==> src/hw/rtl/msb_pkg.sv <==
// Package for the masked shift blitter: word width, register indexes,
// configuration reset values and default row length. No dependencies.
`default_nettype none

package msb_pkg;

   localparam int WORD_BITS         = 32;
   localparam int SHIFT_BITS        = 5;
   localparam int ROW_BITS          = 13;
   localparam int CSR_INDEX_BITS    = 3;
   localparam int MAX_ROW_WORDS_DEF = 4096;

   typedef logic [WORD_BITS-1:0]      word_type;
   typedef logic [SHIFT_BITS-1:0]     shift_type;
   typedef logic [ROW_BITS-1:0]       row_type;
   typedef logic [CSR_INDEX_BITS-1:0] csr_index_type;

   // Register indexes
   localparam csr_index_type REG_SRC_SHIFT  = 3'd0;
   localparam csr_index_type REG_MASK_SHIFT = 3'd1;
   localparam csr_index_type REG_MODE       = 3'd2;
   localparam csr_index_type REG_FIRST_MASK = 3'd3;
   localparam csr_index_type REG_LAST_MASK  = 3'd4;
   localparam csr_index_type REG_ROW_WORDS  = 3'd5;
   localparam csr_index_type REG_DROP_FIRST = 3'd6;

   // Mode codes: copy source (minterm f0) or select by mask (minterm e2)
   localparam logic MODE_COPY   = 1'b0;
   localparam logic MODE_SELECT = 1'b1;

   localparam word_type EDGE_MASK_RESET = {WORD_BITS{1'b1}};
   localparam row_type  ROW_WORDS_RESET = 13'd1;

endpackage : msb_pkg

`default_nettype wire

==> src/hw/rtl/masked_shift_blitter_unit.sv <==
// Masked shift blitter datapath: funnel shift, minterm select and edge merge.
// Depends on msb_pkg.
`default_nettype none

// One result beat for every request beat, in order. A request is registered,
// then shifted, combined and edge-merged in one pass into the result register,
// so a beat is accepted every cycle while the output does not stall; the
// shift carries and the column counter advance as each beat leaves the input
// register. The result register lets a new request in while a result waits.
// Configuration writes are always taken, must only be made while the block is
// empty, and a write to a known index restarts the row (carries and column cleared).
module masked_shift_blitter_unit
   import msb_pkg::*;
#(
   parameter int MAX_ROW_WORDS = MAX_ROW_WORDS_DEF
) (
   input  wire logic                      clock,
   input  wire logic                      reset,

   input  wire logic                      req_valid,
   output      logic                      req_stall,
   input  wire logic [WORD_BITS-1:0]      req_src_word,
   input  wire logic [WORD_BITS-1:0]      req_mask_word,
   input  wire logic [WORD_BITS-1:0]      req_back_word,
   input  wire logic [WORD_BITS-1:0]      req_dest_word,

   output      logic                      rsp_valid,
   input  wire logic                      rsp_stall,
   output      logic [WORD_BITS-1:0]      rsp_out_word,
   output      logic                      rsp_write_valid,
   output      logic                      rsp_row_end,

   input  wire logic                      csr_valid,
   output      logic                      csr_ready,
   input  wire logic [CSR_INDEX_BITS-1:0] csr_index,
   input  wire logic [WORD_BITS-1:0]      csr_wdata
);

   localparam int CNT_W = (MAX_ROW_WORDS > 1) ? $clog2(MAX_ROW_WORDS) : 1;
   localparam int LEN_W = (CNT_W + 1 > ROW_BITS) ? CNT_W + 1 : ROW_BITS;
   localparam logic [LEN_W-1:0] LEN_MAX = LEN_W'(MAX_ROW_WORDS);
   localparam logic [LEN_W-1:0] LEN_ONE = LEN_W'(1);

   // Configuration
   shift_type src_shift_ff,  src_shift_in;
   shift_type mask_shift_ff, mask_shift_in;
   logic      mode_ff,       mode_in;
   word_type  first_mask_ff, first_mask_in;
   word_type  last_mask_ff,  last_mask_in;
   row_type   row_words_ff,  row_words_in;
   logic      drop_first_ff, drop_first_in;

   // Row state
   word_type           src_carry_ff,  src_carry_in;
   word_type           mask_carry_ff, mask_carry_in;
   logic [CNT_W-1:0]   column_ff,     column_in;
   logic               preload_ff,    preload_in;

   // Input register
   logic     in_valid_ff, in_valid_in;
   word_type in_src_ff,  in_mask_ff, in_back_ff, in_dest_ff;

   // Result register
   logic     out_valid_ff, out_valid_in;
   word_type out_word_ff,  out_word_in;
   logic     out_wr_ff,    out_wr_in;
   logic     out_end_ff,   out_end_in;

   logic             req_take;
   logic             out_free;
   logic             move;
   logic             csr_write;
   logic             known_reg;
   word_type         src_sh;
   word_type         mask_sh;
   word_type         res_mix;
   word_type         res_first;
   word_type         res_last;
   logic [LEN_W-1:0] len_raw;
   logic [LEN_W-1:0] len;
   logic [LEN_W-1:0] column_next;
   logic             last_word;

   assign out_free  = !out_valid_ff || !rsp_stall;
   assign move      = in_valid_ff && out_free;
   assign req_stall = in_valid_ff && !out_free;
   assign req_take  = req_valid && !req_stall;
   assign csr_ready = 1'b1;
   assign csr_write = csr_valid;

   always_comb begin
      // Funnel shift: carry word above the current word, shifted right
      src_sh  = word_type'({src_carry_ff, in_src_ff} >> src_shift_ff);
      mask_sh = word_type'({mask_carry_ff, in_mask_ff} >> mask_shift_ff);

      if (mode_ff == MODE_SELECT) begin
         res_mix = (src_sh & mask_sh) | (in_back_ff & ~mask_sh);
      end else begin
         res_mix = src_sh;
      end

      if (column_ff == '0) begin
         res_first = (res_mix & first_mask_ff) | (in_dest_ff & ~first_mask_ff);
      end else begin
         res_first = res_mix;
      end
      res_last = (res_first & last_mask_ff) | (in_dest_ff & ~last_mask_ff);

      // Row length: zero reads as one, clamped to the counter range
      len_raw = LEN_W'(row_words_ff);
      if (len_raw == '0) begin
         len = LEN_ONE;
      end else if (len_raw > LEN_MAX) begin
         len = LEN_MAX;
      end else begin
         len = len_raw;
      end
      column_next = LEN_W'(column_ff) + LEN_ONE;
      last_word   = column_next >= len;
   end

   always_comb begin
      src_shift_in  = src_shift_ff;
      mask_shift_in = mask_shift_ff;
      mode_in       = mode_ff;
      first_mask_in = first_mask_ff;
      last_mask_in  = last_mask_ff;
      row_words_in  = row_words_ff;
      drop_first_in = drop_first_ff;
      known_reg     = 1'b1;
      if (csr_write) begin
         case (csr_index)
            REG_SRC_SHIFT:  src_shift_in  = csr_wdata[SHIFT_BITS-1:0];
            REG_MASK_SHIFT: mask_shift_in = csr_wdata[SHIFT_BITS-1:0];
            REG_MODE:       mode_in       = csr_wdata[0];
            REG_FIRST_MASK: first_mask_in = csr_wdata;
            REG_LAST_MASK:  last_mask_in  = csr_wdata;
            REG_ROW_WORDS:  row_words_in  = csr_wdata[ROW_BITS-1:0];
            REG_DROP_FIRST: drop_first_in = csr_wdata[0];
            default:        known_reg     = 1'b0;
         endcase
      end
   end

   always_comb begin
      src_carry_in  = src_carry_ff;
      mask_carry_in = mask_carry_ff;
      column_in     = column_ff;
      preload_in    = preload_ff;
      out_word_in   = out_word_ff;
      out_wr_in     = out_wr_ff;
      out_end_in    = out_end_ff;
      out_valid_in  = out_valid_ff && rsp_stall;
      in_valid_in   = req_take || (in_valid_ff && !out_free);

      if (move) begin
         out_valid_in  = 1'b1;
         src_carry_in  = in_src_ff;
         mask_carry_in = in_mask_ff;
         if (preload_ff) begin
            // preload beat: the carries load and a non-writing result beat goes out
            preload_in  = 1'b0;
            out_word_in = '0;
            out_wr_in   = 1'b0;
            out_end_in  = 1'b0;
         end else if (last_word) begin
            out_word_in   = res_last;
            out_wr_in     = 1'b1;
            out_end_in    = 1'b1;
            column_in     = '0;
            src_carry_in  = '0;
            mask_carry_in = '0;
            preload_in    = drop_first_ff;
         end else begin
            out_word_in = res_first;
            out_wr_in   = 1'b1;
            out_end_in  = 1'b0;
            column_in   = CNT_W'(column_next);
         end
      end

      if (csr_write && known_reg) begin
         column_in     = '0;
         src_carry_in  = '0;
         mask_carry_in = '0;
         preload_in    = drop_first_in;
      end
   end

   always_ff @(posedge clock) begin
      if (reset) begin
         src_shift_ff  <= '0;
         mask_shift_ff <= '0;
         mode_ff       <= MODE_COPY;
         first_mask_ff <= EDGE_MASK_RESET;
         last_mask_ff  <= EDGE_MASK_RESET;
         row_words_ff  <= ROW_WORDS_RESET;
         drop_first_ff <= 1'b0;
         src_carry_ff  <= '0;
         mask_carry_ff <= '0;
         column_ff     <= '0;
         preload_ff    <= 1'b0;
         in_valid_ff   <= 1'b0;
         out_valid_ff  <= 1'b0;
      end else begin
         src_shift_ff  <= src_shift_in;
         mask_shift_ff <= mask_shift_in;
         mode_ff       <= mode_in;
         first_mask_ff <= first_mask_in;
         last_mask_ff  <= last_mask_in;
         row_words_ff  <= row_words_in;
         drop_first_ff <= drop_first_in;
         src_carry_ff  <= src_carry_in;
         mask_carry_ff <= mask_carry_in;
         column_ff     <= column_in;
         preload_ff    <= preload_in;
         in_valid_ff   <= in_valid_in;
         out_valid_ff  <= out_valid_in;
      end
   end

   always_ff @(posedge clock) begin
      if (req_take) begin
         in_src_ff  <= req_src_word;
         in_mask_ff <= req_mask_word;
         in_back_ff <= req_back_word;
         in_dest_ff <= req_dest_word;
      end
      out_word_ff <= out_word_in;
      out_wr_ff   <= out_wr_in;
      out_end_ff  <= out_end_in;
   end

   assign rsp_valid       = out_valid_ff;
   assign rsp_out_word    = out_word_ff;
   assign rsp_write_valid = out_wr_ff;
   assign rsp_row_end     = out_end_ff;

endmodule : masked_shift_blitter_unit

`default_nettype wire

==> config.mk <==
export PLATFORM = sky130hd
export DESIGN_NAME = masked_shift_blitter_unit
export DESIGN_NICKNAME = d
export VERILOG_FILES = /design/src/hw/rtl/msb_pkg.sv /design/src/hw/rtl/masked_shift_blitter_unit.sv
export SDC_FILE = /design/constraint.sdc
export NUM_CORES = 1
export LEC_CHECK = 0
export BUFFER_PORTS_ARGS = -buffer_cell sky130_fd_sc_hd__buf_2
export CORE_ASPECT_RATIO = 1.1
export CORE_MARGIN = 5
export CORE_UTILIZATION = 50
export CTS_CLUSTER_SIZE = 10
export DETAILED_ROUTE_END_ITERATION = 6
export HOLD_SLACK_MARGIN = 0.1
export PLACE_DENSITY = 0.81
export SETUP_SLACK_MARGIN = 0.3
export SYNTH_ARGS = -nofsm -noshare
export SYNTH_HDL_FRONTEND = slang
export SYNTH_SLANG_ARGS = --single-unit
==> constraint.sdc <==
create_clock -name clock -period 10.41 [get_ports clock]
set_input_delay 1.5615 -clock clock [delete_from_list [all_inputs] [get_ports clock]]
set_output_delay 1.5615 -clock clock [all_outputs]
set_load 0.01 [all_outputs]
### Yosys cells after proc, flatten, opt, wreduce, memory -nomap -nowiden

Index checks and enable logic that the tools add are counted.

| storage, ports and cells | value |
|---|---|
| register bits after elaboration | 330 |
| bits in latches | 0 |
| bits in writable memories | 0 |
| ROM bits | 0 |
| logic and storage cells | 89 |
| memories kept | 0 |

| operators by class | value |
|---|---|
| $add $sub $neg | 1 |
| multipliers | 0 |
| div/mod/pow operators | 0 |
| $lt $le $gt $ge | 2 |
| eq/ne operators | 6 |
| shift-type cells | 2 |
| multiplexer cells | 21 |
| bitwise gates (word level) | 13 |
| reduce and logical (&&, ||, !) cells | 24 |

Operators by type and width:

| kind | count |
|---|---|
| 32-bit two-way mux | 7 |
| 32-bit AND | 6 |
| 64-bit by 5-bit right shift with 32-bit output | 2 |
| 32-bit inverter | 3 |
| 32-bit OR | 3 |
| 13-bit two-way mux | 2 |
| 2-bit AND reduction | 7 |
| 12-bit by 1-bit adder with 13-bit output, second input constant | 1 |
| 13-bit >= comparator | 1 |
| 13-bit greater-than comparator, second input constant | 1 |
| 13-bit logical NOT | 1 |
| 12-bit logical NOT | 1 |
| 12-bit two-way mux | 1 |
| 1-bit two-way mux | 11 |
| 3-bit equality test, second input constant | 3 |
| 7-bit OR reduction | 1 |
| 3-bit by 2-bit equality test with 1-bit output, second input constant | 2 |
| 1-bit logical AND | 5 |
| 1-bit logical NOT | 4 |
| 3-bit by 1-bit equality test with 1-bit output, second input constant | 1 |
| 3-bit logical NOT | 1 |
| 1-bit logical OR | 2 |
| 2-bit nonzero test | 1 |
| 2-bit OR reduction | 1 |
| 1-bit inverter | 1 |

### Depth between registers and ports, before layout

| depth | value |
|---|---|
| depth in word-level cells | 11 |
| gate-level depth with buffers | 14 |

### Least setup slack after synthesis

OpenSTA, ideal clock, no wires.

| timing path | value |
|---|---|
| kind | input to register |
| from | input port rsp_stall |
| to | register in_back_ff[0], enable pin |
| arrival | 7,409 ps |
| data required time | 9,779 ps |
| slack | 2,370 ps |
| cell stages on the path | 2 |
| path through | and3_1 > nor2b_1 |

| between the ends | value |
|---|---|
| word-level cells in the longest chain between the ends | 6 |

RTL lines:

| item | line | RTL |
|---|---|---|
| start, declared | masked_shift_blitter_unit.sv:28 | `input wire logic rsp_stall,` |
| 1-bit logical NOT | masked_shift_blitter_unit.sv:84 | `assign out_free = !out_valid_ff \|\| !rsp_stall;` |
| 1-bit logical OR | masked_shift_blitter_unit.sv:84 |  |
| 1-bit logical NOT | masked_shift_blitter_unit.sv:86 | `assign req_stall = in_valid_ff && !out_free;` |
| 1-bit logical AND | masked_shift_blitter_unit.sv:86 |  |
| 1-bit logical NOT | masked_shift_blitter_unit.sv:87 | `assign req_take = req_valid && !req_stall;` |
| 1-bit logical AND | masked_shift_blitter_unit.sv:87 |  |
| via req_take | masked_shift_blitter_unit.sv:69 | `logic req_take;` |
| end signal, assigned | masked_shift_blitter_unit.sv:226 | `in_back_ff <= req_back_word;` |
| end, declared | masked_shift_blitter_unit.sv:61 | `word_type in_src_ff, in_mask_ff, in_back_ff, in_dest_ff;` |

The timed path passes the listed nets, and every way through them passes these cells.
A chain may end at the register's enable or synchronous reset.

### Worst setup path after layout

| timing path | value |
|---|---|
| from | register column_ff[0] |
| to | register src_carry_ff[23] |

| between the ends | value |
|---|---|
| word-level cells in the longest chain between the ends | 4 |

RTL lines:

| item | line | RTL |
|---|---|---|
| start, declared | masked_shift_blitter_unit.sv:56 | `logic [CNT_W-1:0] column_ff, column_in;` |
| start signal, assigned | masked_shift_blitter_unit.sv:215 | `column_ff <= column_in;` |
| 12-bit by 1-bit adder with 13-bit output | masked_shift_blitter_unit.sv:118 | `column_next = LEN_W'(column_ff) + LEN_ONE;` |
| 13-bit >= comparator | masked_shift_blitter_unit.sv:119 | `last_word = column_next >= len;` |
| 32-bit two-way mux | masked_shift_blitter_unit.sv:166 | `end else if (last_word) begin` |
| 32-bit two-way mux | masked_shift_blitter_unit.sv:160 | `if (preload_ff) begin` |
| end signal, assigned | masked_shift_blitter_unit.sv:213 | `src_carry_ff <= src_carry_in;` |
| end, declared | masked_shift_blitter_unit.sv:54 | `word_type src_carry_ff, src_carry_in;` |

Every way passes these cells.

==> impl_metrics.tcl <==
set metrics [dict create \
    crit_required_ns 10.91 \
    rows 75 \
    grt_pass1_vias 14760 \
    numCtsBuffers 40 \
    coreArea_um2 38010 \
    cts_resized 0 \
    synth_area_leaders "edfxtp_1, dfxtp_1, mux4_2" \
    ys.flop_type "dfxtp_1" \
    finalHoldViolCount 0 \
    drtAntennaViolNets 0 \
    ys_seq_area_share_pct 42.74 \
    async_flop_share_pct 0 \
    setup.worst_path.class "reg2reg" \
    die_x_um 196.6 \
    cap_violations 0 \
    route.detailed.drc 0 \
    tightestPinTransition_ns 1.146 \
    path_clk_slew_ns 0.05 \
    drv_slew 0 \
    routedWlPerCell_um 26.43 \
    viasPerCell 6.886 \
    worstPathArrival_ns 5.14 \
    die-area_um2 42340 \
    fmax_mhz 215.7 \
    synth_top_area_cell "edfxtp_1" \
    globalRouteMet1Util_pct 37.52 \
    power_frac_seq_pct 47.0 \
    ctsHtreeMaxLevel 2 \
    syn_to_final_growth_pct 12.29 \
    synth_cell_type_count 74 \
    pin_count 205 \
    met2_usage_pct 43.41 \
    power_frac_clock_pct 41.5 \
    power.leakage_nw 7.614 \
    rsz0062_at_grt "false" \
    swShare_pct 25.54 \
    grt_use_met3_pct 5.043 \
    peakVddDrop_mv 0.2229 \
    antenna_found_initial 5 \
    finalCritPeriodShare_pct 44.54 \
    routed_wl_um 60140 \
    setup_ws_ns 5.774 \
    fill_cells 3125 \
    synth_top_area_share_pct 25.39 \
    dp_hpwl_um 43400 \
    multi_input_area_um2 10220 \
    fin_util_pct 56.61 \
    fin_skew_ns 0.02645 \
    netlist_area_um2 19160 \
    start_util_pct 50.41 \
    p_int_mw 2.344 \
    clk_latency_ns 0.57 \
    crit_fanout 62 \
    setup_viol 0 \
    gr-total-overflow 0 \
    status "completed" \
    synth_edf_count 162 \
    whs_ns 0.4718 \
    die_y_um 215.3 \
    hold_buffers 0 \
    final_layout_size_suffix_gt1_share_pct 26.76 \
    yosysMostFrequentCell "dfxtp_1" \
    drt-initial-drc-count 2116 \
    port-buffer-count 203 \
    cts_setup_buffers 0 \
    clk_path_buf_depth 3 \
    p_comb_share_pct 11.5 \
    vias 15670 \
    pre_cts_ws_ns 5.931 \
    tritoncts "done" \
    syn_nets 1798 \
    power_density_nw_per_um2 146.3 \
    postSynthAreaPerCell_um2 11.86 \
    cts_sinks 328 \
    power_mw 3.148 \
    tns_ns 0 \
    ys_warn_count 0 \
    grt_pass1_wl_um 90430 \
    p_sw_uw 803.9 \
    syn_inst 1615 \
    grt_max_degree 93 \
    busiest_layer "met2" \
    hold_path_class "reg2reg" \
    grtUsageTotal_pct 27.34 \
    critPathLaunchType "flip-flop" \
    synthTopCellsByCount "dfxtp_1, edfxtp_1, nand2_1" \
    cts_root_buf "clkbuf_16" \
    endpoint_kind "flip-flop" \
    gp_congestion 1.014 \
    dr.pass1.iters 5 \
    regArea_um2 8200 \
    synth_seq_cells 328 \
    final_nets 1924 \
    timing.slew.headroom_pct 23.00 \
    period_needed_ns 4.636 \
]
per-layer routing:
metal	wire length [um]	vias up
met4	2662	2
li1	-	6782
met3	5602	162
met2	28520	1003
met5	11	-
met1	23350	7716
cell families after synthesis:
group	Yosys count	share of synthesized area (%)
DFF	328	42.74
buffers and inverters	157	4.062
AOI/OAI and AO/OA	406	16.75
and+or+nand+nor	405	10.68
muxes	293	24.31
other	1	0.01957
xor gates and xnor gates	10	0.4571
adders and majority gates	15	0.9796
placed cells by master, fill, tap and decap left out, types with 30 or more instances in the layout:
| master | instances |
|---|---|
| a22o_1 | 65 |
| clkbuf_16 | 41 |
| nand3_1 | 44 |
| a21oi_1 | 37 |
| nand3b_1 | 39 |
| o22ai_1 | 30 |
| edfxtp_1 | 162 |
| dfxtp_1 | 160 |
| o221ai_1 | 31 |
| nor2b_1 | 36 |
| a211o_1 | 33 |
| a22oi_1 | 59 |
| mux2i_1 | 109 |
| nor2_1 | 50 |
| buf_2 | 203 |
| mux4_2 | 122 |
| nand2_1 | 160 |
| mux2_2 | 54 |
power by group through the flow:
stage / clock network, mW / registers, mW / logic [mW]
2_1_floorplan: 0 / 1.48 / 0.229
3_3_place_gp: 0 / 1.50 / 0.345
3_5_place_dp: 0 / 1.50 / 0.352
4_1_cts: 1.33 / 1.48 / 0.354
5_1_grt: 1.39 / 1.48 / 0.384
6_report: 1.31 / 1.48 / 0.362
path summary, 6_finish.rpt:
kind / start / end / slack [ns] / depth (start not counted)
max: column_ff[0] / src_carry_ff[23] / 5.77 / 14
min: first_mask_ff[13] / first_mask_ff[13] / 0.47 / 2
max reg2reg: column_ff[0] / src_carry_ff[23] / 5.77 / 14
min reg2reg: first_mask_ff[13] / first_mask_ff[13] / 0.47 / 2
sequential cells by signal (all words and copies together) (netlist names):
name	count
src_shift_ff	5
rsp_valid	1
mask_shift_ff	5
first_mask_ff	32
in_dest_ff	32
mode_ff	1
rsp_write_valid	1
last_mask_ff	32
in_back_ff	32
mask_carry_ff	31
len_raw	13
rsp_out_word	32
column_ff	12
preload_ff	1
src_carry_ff	31
in_valid_ff	1
drop_first_ff	1
in_mask_ff	32
in_src_ff	32
rsp_row_end	1
layout make-up:
type / instances / share of cell area (%)
multi-input cells: 1130 / 47.52
well taps: 500 / 2.908
clock buffers: 66 / 5.252
repair buffers: 224 / 5.455
flip-flops and latches: 328 / 38.12
diodes: 4 / 0.04653
clock inverters: 6 / 0.4013
inverters: 17 / 0.2966
stage by stage:
stage | cell area (um^2) | std cells
after floorplan | 19160 | 1615
after global placement | 20290 | 2199
after detailed placement | 20290 | 2199
after CTS | 21500 | 2271
after global routing | 21510 | 2275
final | 21510 | 2275
worst max-delay path, stage by stage (launching register included):
cell	delay [ns]
dfxtp_1	0.40
ha_1	0.27
nand3_1	0.23
nor3_1	0.46
and3_1	0.31
xor2_1	0.18
ha_1	0.25
o211ai_1	0.44
nand2_1	0.34
o21ai_2	0.12
buf_4	0.35
nor3_2	0.11
nor3b_4	0.20
buf_4	0.56
a22o_1	0.28
Power figures use the tool's default switching activity.
